--- src/hw/rtl/nir_pkg.sv ---
// Shared types, constants and helpers for the NEC IR frame decoder.
`default_nettype none

package nir_pkg;

  localparam int DEF_CODE_BITS = 32;
  localparam int DEF_TIME_BITS = 16;

  localparam int CFG_REGS     = 8;
  localparam int CFG_IDX_BITS = 3;
  localparam int CFG_DATA_W   = 16;
  localparam int TIME_W       = 16;
  localparam int QUEUE_DEPTH  = 2;

  typedef enum logic [CFG_IDX_BITS-1:0] {
    REG_LEAD_MARK_MIN  = 3'd0,
    REG_LEAD_MARK_MAX  = 3'd1,
    REG_LEAD_SPACE_MIN = 3'd2,
    REG_LEAD_SPACE_MAX = 3'd3,
    REG_PULSE_MIN      = 3'd4,
    REG_BIT_MARK_MAX   = 3'd5,
    REG_BIT_SPACE_MAX  = 3'd6,
    REG_ONE_THRESHOLD  = 3'd7
  } cfg_reg_t;

  localparam logic [CFG_DATA_W-1:0] RST_LEAD_MARK_MIN  = 16'd8500;
  localparam logic [CFG_DATA_W-1:0] RST_LEAD_MARK_MAX  = 16'd9500;
  localparam logic [CFG_DATA_W-1:0] RST_LEAD_SPACE_MIN = 16'd4000;
  localparam logic [CFG_DATA_W-1:0] RST_LEAD_SPACE_MAX = 16'd5000;
  localparam logic [CFG_DATA_W-1:0] RST_PULSE_MIN      = 16'd400;
  localparam logic [CFG_DATA_W-1:0] RST_BIT_MARK_MAX   = 16'd700;
  localparam logic [CFG_DATA_W-1:0] RST_BIT_SPACE_MAX  = 16'd1800;
  localparam logic [CFG_DATA_W-1:0] RST_ONE_THRESHOLD  = 16'd1000;

  typedef enum logic {
    EV_EDGE  = 1'b0,
    EV_TIMER = 1'b1
  } ev_kind_t;

  typedef enum logic [2:0] {
    PH_IDLE       = 3'd0,
    PH_LEAD_MARK  = 3'd1,
    PH_LEAD_SPACE = 3'd2,
    PH_BIT_MARK   = 3'd3,
    PH_BIT_SPACE  = 3'd4
  } phase_t;

  // Classified event: everything the back end needs, no raw interval.
  typedef struct packed {
    ev_kind_t kind;
    logic     rising;
    logic     lead_mark_ok;
    logic     lead_space_ok;
    logic     bit_mark_ok;
    logic     bit_space_ok;
    logic     bit_one;
  } evt_class_t;

  function automatic logic in_window(input logic [TIME_W-1:0] t,
                                     input logic [CFG_DATA_W-1:0] lo,
                                     input logic [CFG_DATA_W-1:0] hi);
    return (t > lo) && (t < hi);
  endfunction

endpackage

`default_nettype wire

--- src/hw/rtl/nir_front.sv ---
// Front end: timing registers and per-event window classification.
`default_nettype none

module nir_front #(
  parameter int TIME_BITS = nir_pkg::DEF_TIME_BITS
) (
  input  wire logic                              clk,
  input  wire logic                              rst,
  input  wire logic                              in_valid,
  output logic                                   in_stall,
  input  wire logic                              event_kind,
  input  wire logic                              edge_rising,
  input  wire logic [nir_pkg::TIME_W-1:0]        elapsed_us,
  input  wire logic                              cfg_valid,
  output logic                                   cfg_ready,
  input  wire logic [nir_pkg::CFG_IDX_BITS-1:0]  cfg_index,
  input  wire logic [nir_pkg::CFG_DATA_W-1:0]    cfg_data,
  input  wire logic                              q_full,
  output logic                                   q_push,
  output nir_pkg::evt_class_t                    q_item
);
  import nir_pkg::*;

  localparam logic [TIME_W-1:0] TIME_MASK =
    (TIME_BITS >= TIME_W) ? {TIME_W{1'b1}} : TIME_W'((32'd1 << TIME_BITS) - 32'd1);

  logic [CFG_DATA_W-1:0] cfg_regs [CFG_REGS];
  logic [TIME_W-1:0]     t_eff;

  assign cfg_ready = 1'b1;

  always_ff @(posedge clk) begin
    if (rst) begin
      cfg_regs[REG_LEAD_MARK_MIN]  <= RST_LEAD_MARK_MIN;
      cfg_regs[REG_LEAD_MARK_MAX]  <= RST_LEAD_MARK_MAX;
      cfg_regs[REG_LEAD_SPACE_MIN] <= RST_LEAD_SPACE_MIN;
      cfg_regs[REG_LEAD_SPACE_MAX] <= RST_LEAD_SPACE_MAX;
      cfg_regs[REG_PULSE_MIN]      <= RST_PULSE_MIN;
      cfg_regs[REG_BIT_MARK_MAX]   <= RST_BIT_MARK_MAX;
      cfg_regs[REG_BIT_SPACE_MAX]  <= RST_BIT_SPACE_MAX;
      cfg_regs[REG_ONE_THRESHOLD]  <= RST_ONE_THRESHOLD;
    end else if (cfg_valid && cfg_ready) begin
      cfg_regs[cfg_index] <= cfg_data;
    end
  end

  assign in_stall = q_full;
  assign q_push   = in_valid && !in_stall;
  assign t_eff    = elapsed_us & TIME_MASK;

  always_comb begin
    q_item.kind          = ev_kind_t'(event_kind);
    q_item.rising        = edge_rising;
    q_item.lead_mark_ok  = in_window(t_eff, cfg_regs[REG_LEAD_MARK_MIN],
                                     cfg_regs[REG_LEAD_MARK_MAX]);
    q_item.lead_space_ok = in_window(t_eff, cfg_regs[REG_LEAD_SPACE_MIN],
                                     cfg_regs[REG_LEAD_SPACE_MAX]);
    q_item.bit_mark_ok   = in_window(t_eff, cfg_regs[REG_PULSE_MIN],
                                     cfg_regs[REG_BIT_MARK_MAX]);
    q_item.bit_space_ok  = in_window(t_eff, cfg_regs[REG_PULSE_MIN],
                                     cfg_regs[REG_BIT_SPACE_MAX]);
    q_item.bit_one       = t_eff > cfg_regs[REG_ONE_THRESHOLD];
  end

endmodule

`default_nettype wire

--- src/hw/rtl/nir_queue.sv ---
// Small FIFO of classified events between front and back end.
`default_nettype none

module nir_queue (
  input  wire logic                clk,
  input  wire logic                rst,
  input  wire logic                push,
  input  wire nir_pkg::evt_class_t push_item,
  output logic                     full,
  input  wire logic                pop,
  output logic                     head_valid,
  output nir_pkg::evt_class_t      head_item
);
  import nir_pkg::*;

  localparam int PTR_W = (QUEUE_DEPTH > 1) ? $clog2(QUEUE_DEPTH) : 1;
  localparam int CNT_W = $clog2(QUEUE_DEPTH + 1);

  evt_class_t        mem [QUEUE_DEPTH];
  logic [PTR_W-1:0]  wr_ptr;
  logic [PTR_W-1:0]  rd_ptr;
  logic [CNT_W-1:0]  count;

  assign full       = (count == CNT_W'(QUEUE_DEPTH));
  assign head_valid = (count != '0);
  assign head_item  = mem[rd_ptr];

  always_ff @(posedge clk) begin
    if (push) begin
      mem[wr_ptr] <= push_item;
    end
  end

  always_ff @(posedge clk) begin
    if (rst) begin
      wr_ptr <= '0;
      rd_ptr <= '0;
      count  <= '0;
    end else begin
      if (push) begin
        wr_ptr <= (wr_ptr == PTR_W'(QUEUE_DEPTH - 1)) ? '0 : wr_ptr + 1'b1;
      end
      if (pop) begin
        rd_ptr <= (rd_ptr == PTR_W'(QUEUE_DEPTH - 1)) ? '0 : rd_ptr + 1'b1;
      end
      if (push && !pop) begin
        count <= count + 1'b1;
      end else if (pop && !push) begin
        count <= count - 1'b1;
      end
    end
  end

endmodule

`default_nettype wire

--- src/hw/rtl/nir_back.sv ---
// Back end: frame state machine, code shifter and result register.
`default_nettype none

module nir_back #(
  parameter int CODE_BITS = nir_pkg::DEF_CODE_BITS
) (
  input  wire logic                clk,
  input  wire logic                rst,
  input  wire logic                head_valid,
  input  wire nir_pkg::evt_class_t head_item,
  output logic                     pop,
  output logic                     out_valid,
  input  wire logic                out_stall,
  output logic                     frame_done,
  output logic [31:0]              frame_code,
  output logic [7:0]               command_byte,
  output logic                     timing_error,
  output logic [2:0]               decoder_phase
);
  import nir_pkg::*;

  localparam int CNT_W  = $clog2(CODE_BITS);
  localparam int WIDE_W = (CODE_BITS > 32) ? CODE_BITS : 32;

  phase_t                phase;
  phase_t                phase_next;
  logic [CNT_W-1:0]      bit_cnt;
  logic [CNT_W-1:0]      bit_cnt_next;
  logic [CODE_BITS-1:0]  code_shift;
  logic [CODE_BITS-1:0]  code_shift_next;
  logic                  done_c;
  logic                  err_c;
  logic                  expect_rise;
  logic [WIDE_W-1:0]     code_wide;

  // Out register is free when empty or being drained this cycle.
  assign pop = head_valid && (!out_valid || !out_stall);

  always_ff @(posedge clk) begin
    if (rst) begin
      phase      <= PH_IDLE;
      bit_cnt    <= '0;
      code_shift <= '0;
    end else if (pop) begin
      phase      <= phase_next;
      bit_cnt    <= bit_cnt_next;
      code_shift <= code_shift_next;
    end
  end

  always_comb begin
    expect_rise     = (phase == PH_LEAD_MARK) || (phase == PH_BIT_MARK);
    phase_next      = phase;
    bit_cnt_next    = bit_cnt;
    code_shift_next = code_shift;
    done_c          = 1'b0;
    err_c           = 1'b0;
    if (head_item.kind == EV_TIMER) begin
      phase_next = PH_IDLE;
    end else if (head_item.rising == expect_rise) begin
      case (phase)
        PH_IDLE: begin
          bit_cnt_next    = '0;
          code_shift_next = '0;
          phase_next      = PH_LEAD_MARK;
        end
        PH_LEAD_MARK: begin
          phase_next = head_item.lead_mark_ok ? PH_LEAD_SPACE : PH_IDLE;
          err_c      = !head_item.lead_mark_ok;
        end
        PH_LEAD_SPACE: begin
          phase_next = head_item.lead_space_ok ? PH_BIT_MARK : PH_IDLE;
          err_c      = !head_item.lead_space_ok;
        end
        PH_BIT_MARK: begin
          phase_next = head_item.bit_mark_ok ? PH_BIT_SPACE : PH_IDLE;
          err_c      = !head_item.bit_mark_ok;
        end
        PH_BIT_SPACE: begin
          if (head_item.bit_space_ok) begin
            code_shift_next = {code_shift[CODE_BITS-2:0], head_item.bit_one};
            bit_cnt_next    = bit_cnt + 1'b1;
            if (bit_cnt == CNT_W'(CODE_BITS - 1)) begin
              done_c     = 1'b1;
              phase_next = PH_IDLE;
            end else begin
              phase_next = PH_BIT_MARK;
            end
          end else begin
            phase_next = PH_IDLE;
            err_c      = 1'b1;
          end
        end
        default: begin
          phase_next = PH_IDLE;
        end
      endcase
    end
  end

  assign code_wide = done_c ? WIDE_W'(code_shift_next) : '0;

  always_ff @(posedge clk) begin
    if (rst) begin
      out_valid <= 1'b0;
    end else if (pop) begin
      out_valid <= 1'b1;
    end else if (!out_stall) begin
      out_valid <= 1'b0;
    end
  end

  always_ff @(posedge clk) begin
    if (pop) begin
      frame_done    <= done_c;
      frame_code    <= code_wide[31:0];
      command_byte  <= code_wide[15:8];
      timing_error  <= err_c;
      decoder_phase <= phase_next;
    end
  end

endmodule

`default_nettype wire

--- src/hw/rtl/nec_ir_frame_decoder.sv ---
// Top level of the NEC IR frame decoder.
//
//   channel | signals                                    | direction | beat when
//   --------+--------------------------------------------+-----------+---------------------
//   in      | in_valid/in_stall, event_kind, edge_rising,| sink      | in_valid & !in_stall
//           | elapsed_us                                 |           |
//   out     | out_valid/out_stall, frame_done,           | source    | out_valid & !out_stall
//           | frame_code, command_byte, timing_error,    |           |
//           | decoder_phase                              |           |
//   cfg     | cfg_valid/cfg_ready, cfg_index, cfg_data   | sink      | cfg_valid & cfg_ready
//
// Sustains one event beat per cycle while out_stall stays low; a beat's result
// reaches the output through the queue write at the accepting edge, then the
// state machine plus result register once the back end pops it.
// Throughput is set by the back end's phase update, made once per popped event.
// rst is synchronous: timing registers return to defaults, decoder to idle, queue
// empties. No clearing pass; cfg_ready is always high.
// out_stall backs up through the two-entry queue before in_stall rises.
`default_nettype none

module nec_ir_frame_decoder #(
  parameter int CODE_BITS = nir_pkg::DEF_CODE_BITS,
  parameter int TIME_BITS = nir_pkg::DEF_TIME_BITS
) (
  input  wire logic                              clk,
  input  wire logic                              rst,
  input  wire logic                              in_valid,
  output logic                                   in_stall,
  input  wire logic                              event_kind,
  input  wire logic                              edge_rising,
  input  wire logic [nir_pkg::TIME_W-1:0]        elapsed_us,
  output logic                                   out_valid,
  input  wire logic                              out_stall,
  output logic                                   frame_done,
  output logic [31:0]                            frame_code,
  output logic [7:0]                             command_byte,
  output logic                                   timing_error,
  output logic [2:0]                             decoder_phase,
  input  wire logic                              cfg_valid,
  output logic                                   cfg_ready,
  input  wire logic [nir_pkg::CFG_IDX_BITS-1:0]  cfg_index,
  input  wire logic [nir_pkg::CFG_DATA_W-1:0]    cfg_data
);
  import nir_pkg::*;

  // front -> queue
  logic       q_push;
  logic       q_full;
  evt_class_t q_item;
  // queue -> back
  logic       q_pop;
  logic       q_head_valid;
  evt_class_t q_head;

  // Front classifies each event against all windows up front, so the back
  // end only selects which verdict matters for its current phase.
  nir_front #(
    .TIME_BITS (TIME_BITS)
  ) u_front (
    .clk         (clk),
    .rst         (rst),
    .in_valid    (in_valid),
    .in_stall    (in_stall),
    .event_kind  (event_kind),
    .edge_rising (edge_rising),
    .elapsed_us  (elapsed_us),
    .cfg_valid   (cfg_valid),
    .cfg_ready   (cfg_ready),
    .cfg_index   (cfg_index),
    .cfg_data    (cfg_data),
    .q_full      (q_full),
    .q_push      (q_push),
    .q_item      (q_item)
  );

  nir_queue u_queue (
    .clk        (clk),
    .rst        (rst),
    .push       (q_push),
    .push_item  (q_item),
    .full       (q_full),
    .pop        (q_pop),
    .head_valid (q_head_valid),
    .head_item  (q_head)
  );

  // Back end owns phase, bit count and code shifter; one event per pop.
  nir_back #(
    .CODE_BITS (CODE_BITS)
  ) u_back (
    .clk           (clk),
    .rst           (rst),
    .head_valid    (q_head_valid),
    .head_item     (q_head),
    .pop           (q_pop),
    .out_valid     (out_valid),
    .out_stall     (out_stall),
    .frame_done    (frame_done),
    .frame_code    (frame_code),
    .command_byte  (command_byte),
    .timing_error  (timing_error),
    .decoder_phase (decoder_phase)
  );

endmodule

`default_nettype wire

--- config.mk ---
export PLATFORM = sky130hd
export DESIGN_NAME = nec_ir_frame_decoder
export DESIGN_NICKNAME = d
export VERILOG_FILES = /design/src/hw/rtl/nir_pkg.sv /design/src/hw/rtl/nir_front.sv /design/src/hw/rtl/nir_queue.sv /design/src/hw/rtl/nir_back.sv /design/src/hw/rtl/nec_ir_frame_decoder.sv
export SDC_FILE = /design/constraint.sdc
export NUM_CORES = 1
export LEC_CHECK = 0
export BUFFER_PORTS_ARGS = -buffer_cell sky130_fd_sc_hd__buf_4
export CELL_PAD_IN_SITES_DETAIL_PLACEMENT = 1
export CELL_PAD_IN_SITES_GLOBAL_PLACEMENT = 2
export CORE_MARGIN = 1.5
export CORE_UTILIZATION = 40
export CTS_CLUSTER_SIZE = 16
export DETAILED_ROUTE_END_ITERATION = 7
export PLACE_DENSITY_LB_ADDON = 0.05
export SYNTH_ARGS = -nofsm -noshare
export SYNTH_HDL_FRONTEND = slang
export SYNTH_SLANG_ARGS = --single-unit
--- constraint.sdc ---
create_clock -name clk -period 3 [get_ports clk]
set_input_delay 0.15 -clock clk [delete_from_list [all_inputs] [get_ports clk]]
set_output_delay 0.15 -clock clk [all_outputs]
set_load 0.005 [all_outputs]
Word level (Yosys, flattened, before mapping)
Memories as Yosys holds them, arrays and structs flattened. A register that Yosys moved wholly into a read port is not among the register bits. Index checks and enable logic that the tools add are counted.

Reduce and logical (&&, ||, !) cells: 25. Bitwise operators: 2. $lt $le $gt $ge: 8. Multiplexer cells: 39. Add/subtract/negate cells: 5. Equality and inequality tests: 9.

Operator list (count): $mux 32 (3); $gt 16x16->1 (4); $lt 16x16->1 (4); $pmux 32 s2 (1); $mux 1 (20); $mux 16 (1); $reduce_or 16->1 (1); $pmux 3 s5 (1); $mux 2 (6); $mux 3 (4); $pmux 5 s2 (1); $logic_and 1x1->1 (8); $logic_not 1->1 (8); $eq 3x2->1 const B (2); $reduce_bool 2->1 (3); $add 5x1->5 const B (1); $eq 5x5->1 const B (1); $mux 5 (1); $reduce_and 5->1 (1); $pmux 1 s4 (1); $eq 3x1->1 const B (1); $eq 3x3->1 const B (1); $logic_not 3->1 (1); $add 1x1->1 const B (2); 9 further kinds (11).

Logic and storage cells: 102. Register bits: 82. Output and inout port bits: 48. RAM bits: 142. Bits of input ports: 42. Memories: 2.

Memories: u_front.cfg_regs (depth 8, bits a word 16, rd ports 8, clocked after Yosys merged registers in 0, write ports 8, line nir_front.sv:27) `logic [CFG_DATA_W-1:0] cfg_regs [CFG_REGS];`; u_queue.mem (depth 2, bits a word 7, rd ports 1, clocked after Yosys merged registers in 1, write ports 1, line nir_queue.sv:19) `evt_class_t mem [QUEUE_DEPTH];`.

Depth between registers and ports, before layout
Gate-level depths: netlist (run 1).

Word-level depth: 7. Mapped depth: 8. Gate-level depth less buffers: 7.

Modules after synthesis
A second synthesis (run 1) with hierarchy kept.

Cells, all modules: 1043. Area total of the unflattened synthesis: 11811.3 um^2.

Modules (own cells, without submodules): nir_front (area an instance 7947.6 um^2, cells an instance 724, seq. area each 3843.7 um^2, instances 1); nir_back (area an instance 3149.3 um^2, cells an instance 275, seq. area each 1931.9 um^2, instances 1); nir_queue (area an instance 714.4 um^2, cells an instance 44, seq. area each 520.5 um^2, instances 1).

Least setup slack after synthesis (run 1)
OpenSTA, ideal clock, no wires.

Path kind: register -> register. Start: register u_queue.count[0]. End: register u_queue.count[1]. Buffers on the path: 0. Period minus slack after synthesis: 2634 ps. Path slack: 366 ps. Library setup time: 70 ps. Arrival: 2564 ps. Cell stages (with the launch flop): 7. Data required time: 2930 ps. Cell sequence: dfxtp_1 > nor2_1 > a21oi_2 > inv_1 > ha_1 > or3_1 > a21oi_1.

Elaborated cells between the ends (all ways): 14. Classes of those cells: add/sub (2); eq/ne (1); mux (2); reduce/logical (9).

RTL lines: start, declared (line nir_queue.sv:22) `logic [CNT_W-1:0] count;`; start signal, assigned (line nir_queue.sv:47) `count <= count + 1'b1;`; start signal, assigned (line nir_queue.sv:49) `count <= count - 1'b1;`; $reduce_bool 2->1 * (line nir_queue.sv:25) `assign head_valid = (count != '0);`; $logic_and 1x1->1 * (line nir_back.sv:37) `assign pop = head_valid && (!out_valid || !out_stall);`; net q_pop (line nec_ir_frame_decoder.sv:51) `logic q_pop;`; $logic_not 1->1 (line nir_queue.sv:46) `if (push && !pop) begin`; $logic_and 1x1->1 (line nir_queue.sv:46); $mux 2 / $reduce_bool 2->1 (equally long branches).

The timed path passes the listed nets; every way through them passes the cells marked *. The select of a mux whose other input is x is not followed. A chain may end at the register's enable or synchronous reset.

==> results of run 1 <==
per-layer routing:
metal  part of all wire, %  global-route usage, %  up-vias
met3                   3.4                   2.76       30
met4                   1.3                   4.34        0
met2                    48                   36.4      116
met5                     0                      0        -
li1                      -                      -     3969
met1                    48                   30.3     4039
area by class of cell:
class,count,share of cell area (%)
Multi-Input combinational cell,670,34.5
Timing Repair Buffer,129,7.38
Antenna cell,1,0.0180
Inverter,127,3.43
Tap cell,384,3.46
Sequential cell,224,45.2
Clock inverter,5,0.423
Clock buffer,41,5.61
power by group:
part	switching [µW]	total [µW]	internal, µW	leakage (µW)
Clock	1260	3120	1860	0.000407
Sequential	162	3980	3820	0.00211
Combinational	997	1760	760	0.00333
Total	2420	8850	6440	0.00584
synth_stat cells, drive strengths merged (4+ instances only):
library cell	number	area [µm²]
nor2b	8	50.1
mux2i	7	82.6
or3	33	206
and3	4	25.0
or2b	4	30.0
a21o	17	128
nand2b	17	106
a211oi	9	67.6
nor2	28	105
nor3	6	30.0
and2	119	744
nand4	19	125
nor4b	5	50.0
or2	9	56.3
nand2	63	236
edfxtp	179	5380
o21ai	22	110
ha	127	1590
a221oi	4	35.0
inv	127	477
buf	19	131
clkbuf	29	109
nand3	41	205
a21oi	84	424
o211ai	6	45.0
dfxtp	45	901
nor4	5	31.3
through the flow:
| step | power (µW) | hold WS, ns | setup WS [ns] | cell area, µm² | utilization, % |
|---|---|---|---|---|---|
| floorplan | 4930 | 0.249 | 0.366 | 11800 | - |
| global placement | 5780 | 0.345 | 0.259 | 12900 | 44.6 |
| detailed placement | 5810 | 0.344 | 0.206 | 12900 | 44.6 |
| CTS | 8990 | 0.00598 | 0.180 | 13900 | 48.1 |
| global route | 9280 | 0.0454 | 0.180 | 13900 | 48.1 |
| finish | 8850 | 0.0329 | 0.292 | 13900 | 48.1 |
what timing repair did:
action | CTS | global route
hold endpoints to repair | 96 | 1
gates resized for setup | 0 | 0
buffers inserted | 0 | 0
hold buffers | 17 | 1
final timing paths:
path,depth (start not counted),start,endpoint
setup / recovery,6,u_front.cfg_regs[6][1]$_SDFFCE_PN0P_,u_queue.mem[1][1]$_DFFE_PP_
hold / removal,4,in_valid,u_queue.wr_ptr$_SDFFE_PP0P_
setup reg to reg,6,u_front.cfg_regs[6][1]$_SDFFCE_PN0P_,u_queue.mem[1][1]$_DFFE_PP_
hold reg to reg,2,u_back.code_shift[10]$_SDFFE_PP0P_,u_back.code_shift[10]$_SDFFE_PP0P_
kinds of logic (layout without fill, tap and decap cells):
logic type | Yosys count | count (layout) | synth area share, %
and+or+nand+nor | 371 | 371 | 17.7
DFF | 224 | 224 | 53.3
buffers and inverters | 175 | 302 | 6.09
AOI/OAI and AO/OA | 157 | 157 | 7.91
adders and majority gates | 127 | 127 | 13.5
muxes | 9 | 9 | 0.893
xor gates and xnor gates | 5 | 5 | 0.532
other | 1 | 2 | 0.0319
worst max-delay path, stage by stage (launching register included):
cell and delay (ns):
edfxtp_1 0.37, inv_1 0.08, ha_1 0.22, a2111oi_0 0.70, nor4_1 0.20, o21ai_0 0.37
nor4b_1 0.50
sequential cells by signal, summed over array words and instances (netlist names), named ones only:
register              flops
u_back.timing_error       1
u_back.decoder_phase      3
u_back.bit_cnt            5
u_queue.count             2
u_back.frame_done         1
u_back.out_valid          1
u_queue.wr_ptr            1
u_queue.mem              14
u_front.cfg_regs        128
u_back.frame_code        32
u_queue.rd_ptr            1
u_back.phase              3
u_back.code_shift        31
==> impl_metrics.yaml, run 1 <==
worst_setup_path:
  start_kind: "flip-flop"
  r2r_slack_ns: 0.29
  end_kind: "flip-flop"
  critical_path_required_ns: 3.26
  crit_fanout: 2
  crit_type: "reg2reg"
  arrival_ns: 2.97
logic_synthesis:
  postSynthCellCount: 1069
  ys_types: 53
  ys_seq_area_share_pct: 53.3
  ys_async_sr_fraction_pct: 0
  ys_warn_count: 0
  synth_ff_type: "edfxtp_1"
  syn_nets: 1238
  syn_area_per_cell_um2: 11.0
  netlist_area_um2: 11800
  synth_edf_count: 179
  synth_seq_cells: 224
global_routing:
  grt_usage_pct: 21.7
  antenna_found_initial: 0
  grt-ovfl-total: 0
  grt_pass1_vias: 8386
  grt_first_pass_wirelength_um: 50000
  grt_max_degree: 56
die:
  dieArea_um2: 30500
  initial_core_util_pct: 40.8
  top_level_ports: 90
  die_h_um: 175
  core-area_um2: 28900
  die_w_um: 175
  rows: 62
clock_network:
  cts_tree: "built"
  clk_pin_slew_ns: 0.06
  cts-root-buf: "clkbuf_16"
  insertion_delay_ns: 0.53
  cts_made_buffers: 26
  cts.sinks: 224
  htreeDepth: 1
  cts_max_path_buffers: 3
power_and_ir_drop:
  p_leak_uw: 0.00584
  power_density_nw_per_um2: 637
  ir_worst_vdd_mv: 0.399
sta:
  period_share_pct: 90.3
  worst_pin_slew_ns: 0.927
  relSlewSlack_pct: 38.0
  tns_ns: 0
  slew_viol_final: 0
  hold_viol: 0
  period_needed_ns: 2.71
  setup_viol: 0
  grt_setup_unrepaired: "false"
  max_clock_freq_ghz: 0.369
  skew_ns: 0.00823
cells_and_area:
  final-seq-area_um2: 6280
  layout.nets: 1347
  multi_input_area_um2: 4790
  final_cell_mix: "edfxtp_1, inv_1, ha_1"
  final_common_cell: "edfxtp_1"
  finalNonFillerCells: 1581
  syn2layout_area_growth_pct: 18.1
  layout-drive-gt1-share_pct: 13.6
  fillCellCount: 3171
drt:
  vias_per_cell: 5.16
  drt_iter0_markers: 424
  wl_per_cell_um: 20.5
  drc: 0
  wl_um: 32400
  ant_nets: 0
  detail_route.first_pass.iterations: 5
  vias: 8154
hold_path:
  hold_path_class: "in2reg"
placed_design:
  dp_hpwl_um: 23100
  dp_cells: 1516
  gp_congestion: 0.844
  port_buffers: 88
flow_run:
  drv_cap: 0
status:
  status: "finished, final reports clean"
Power figures use the tool's default switching activity.
==> run 2, diff against run 1 <==
Settings changed: ABC_AREA from default to 1, CORE_UTILIZATION 40 to 38, SYNTH_HIERARCHICAL from default to 1.
==> impl_metrics.yaml, run 2 <==
status:
  status: "finished, final reports clean"
clock_network:
  cts_max_path_buffers: 3
  cts.sinks: 225
  cts-resized-gates: 0
  clk_pin_slew_ns: 0.06
  htreeDepth: 1
  cts-root-buf: "clkbuf_16"
  cts_made_buffers: 27
  cts_hold_buf: 3
  insertion_delay_ns: 0.55
  cts_setup_buffers: 0
  cts_tree: "built"
hold_path:
  hp-start: "in_valid"
  hold_path_class: "in2reg"
power_and_ir_drop:
  power_uw: 11700
  p_seq_share_pct: 38.0
  clkPwrFrac_pct: 29.1
  sw_frac_of_total_pct: 35.9
  p_int_uw: 7510
  comb_power_share_pct: 32.9
  ir_worst_vdd_mv: 0.449
  power_density_nw_per_um2: 780
  p_leak_uw: 0.00691
  power_switching_uw: 4210
drt:
  vias_per_cell: 4.89
  vias: 9923
  wl_um: 34200
  wl_per_cell_um: 16.8
  ant_nets: 0
  detail_route.first_pass.iterations: 4
  drt_iter0_markers: 308
  drc: 0
die:
  die_h_um: 189
  die_w_um: 189
  top_level_ports: 90
  rows: 67
  initial_core_util_pct: 38.8
  dieArea_um2: 35600
  core-area_um2: 33800
logic_synthesis:
  ys_async_sr_fraction_pct: 0
  synth_seq_cells: 225
  synth_common_cells: "nand2_1, inv_1, edfxtp_1, nor2_1, a21oi_1"
  ys_top_cells_by_area: "edfxtp_1, ha_1, nand2_1"
  ys_seq_area_share_pct: 48.0
  postSynthCellCount: 1482
  syn_nets: 1651
  synth.most_common_cell: "nand2_1"
  syn_area_per_cell_um2: 8.85
  synth_edf_count: 179
  synth_ff_type: "edfxtp_1"
  ys_warn_count: 6
  synth_top_area_share_pct: 41.0
  ys_types: 36
  yosys.area.top_type: "edfxtp_1"
  netlist_area_um2: 13100
worst_setup_path:
  end_kind: "flip-flop"
  critical_path_required_ns: 3.38
  arrival_ns: 2.63
  crit_type: "reg2reg"
  crit_fanout: 37
  start_kind: "flip-flop"
placed_design:
  gp_congestion: 0.748
  dp_hpwl_um: 23900
  place_ws_ns: 0.725
  port_buffers: 88
cells_and_area:
  layout-drive-gt1-share_pct: 14.4
  final_cell_mix: "nand2_1, inv_1, edfxtp_1"
  largest_reg_flops: 128
  regMostFlops: "u_front/cfg_regs"
  antennaDiodeCount: 0
  postLayoutCoreUtil_pct: 44.4
  top_regs: "u_front/cfg_regs (128), u_back/code_shift (32), u_back/frame_code (32)"
  final_common_cell: "nand2_1"
  syn2layout_area_growth_pct: 14.5
  layout.nets: 1731
sta:
  setup_viol: 0
  slew_viol_final: 0
  period_needed_ns: 2.25
  worst_pin_slew_ns: 0.743
  skew_ns: 0.0220
  hold_viol: 0
  period_share_pct: 75.0
  grt_setup_unrepaired: "false"
  setup_slack_ns: 0.750
  relSlewSlack_pct: 50.4
  max_clock_freq_ghz: 0.444
  tns_ns: 0
global_routing:
  grt-ovfl-total: 0
  antenna_found_initial: 0
  grt_max_degree: 43
  grt_first_pass_wirelength_um: 54200
  grt_usage_pct: 19.6
  grt_pass1_vias: 10400
flow_run:
  drv_cap: 0
[run 2: cell families (layout without fill, tap and decap cells)]
group,count (synthesis),after routing,share of synthesized area [%]
simple gates,597,597,20.4
buf+inv,332,433,11.1
flops,225,225,48.0
compound gates,191,191,7.51
fa+ha+maj,127,127,12.1
mux,7,7,0.601
xor+xnor,2,2,0.134
other cells,1,1,0.0286
[run 2: cell type report]
cell class                 instances  area, µm²
clock buffer                      32        694
multi-input combinational        925       5370
inverter                         274       1030
fill                            3938      18800
tap                              448        561
sequential                       225       6300
clock inverter                    18        221
timing repair buffer             109        838
[run 2: per-layer routing]
metal / up-vias / routed length [µm] / track usage [%]
met3: 57 / 985 / 2.10
met2: 147 / 18300 / 38.4
met5: - / 0 / 0
li1: 4951 / - / -
met4: 0 / 852 / 5.62
met1: 4768 / 14100 / 22.0
[run 2: worst paths after layout]
| check | endpoint | slack (ns) | cells past startpoint |
|---|---|---|---|
| setup / recovery | u_back/frame_code[31]$_SDFFCE_PN0P_ | 0.75 | 7 |
| hold / removal | u_queue/wr_ptr$_SDFFE_PP0P_ | 0.03 | 5 |
| setup reg to reg | u_back/frame_code[31]$_SDFFCE_PN0P_ | 0.75 | 7 |
| hold reg to reg | u_back/bit_cnt[3]$_SDFFE_PP0P_ | 0.51 | 2 |
[run 2: power by group through the flow]
stage | sequential, µW | combinational (µW) | clock (µW)
2_1_floorplan | 4420 | 2820 | 0
3_3_place_gp | 4510 | 3850 | 0
3_5_place_dp | 4520 | 3920 | 0
4_1_cts | 4460 | 3940 | 3510
5_1_grt | 4530 | 4390 | 3610
6_report | 4450 | 3860 | 3400
[run 2: critical path, cell delays in order, from the launching register on]
cell and delay, ns:
dfxtp_1 0.48, mux2_2 0.43, inv_1 0.08, nand3_1 0.09, nand2_2 0.09, buf_4 0.53, nand3_1 0.19, a21oi_1 0.18
[run 2: per-stage QoR]
stage          cells  cell area (µm²)  hold slack [ns]
2_1_floorplan   1482            13100            0.222
3_3_place_gp    1978            14100            0.362
3_5_place_dp    1978            14100            0.363
4_1_cts         2031            15000           0.0338
5_1_grt         2031            15000           0.0497
6_report        2031            15000           0.0339
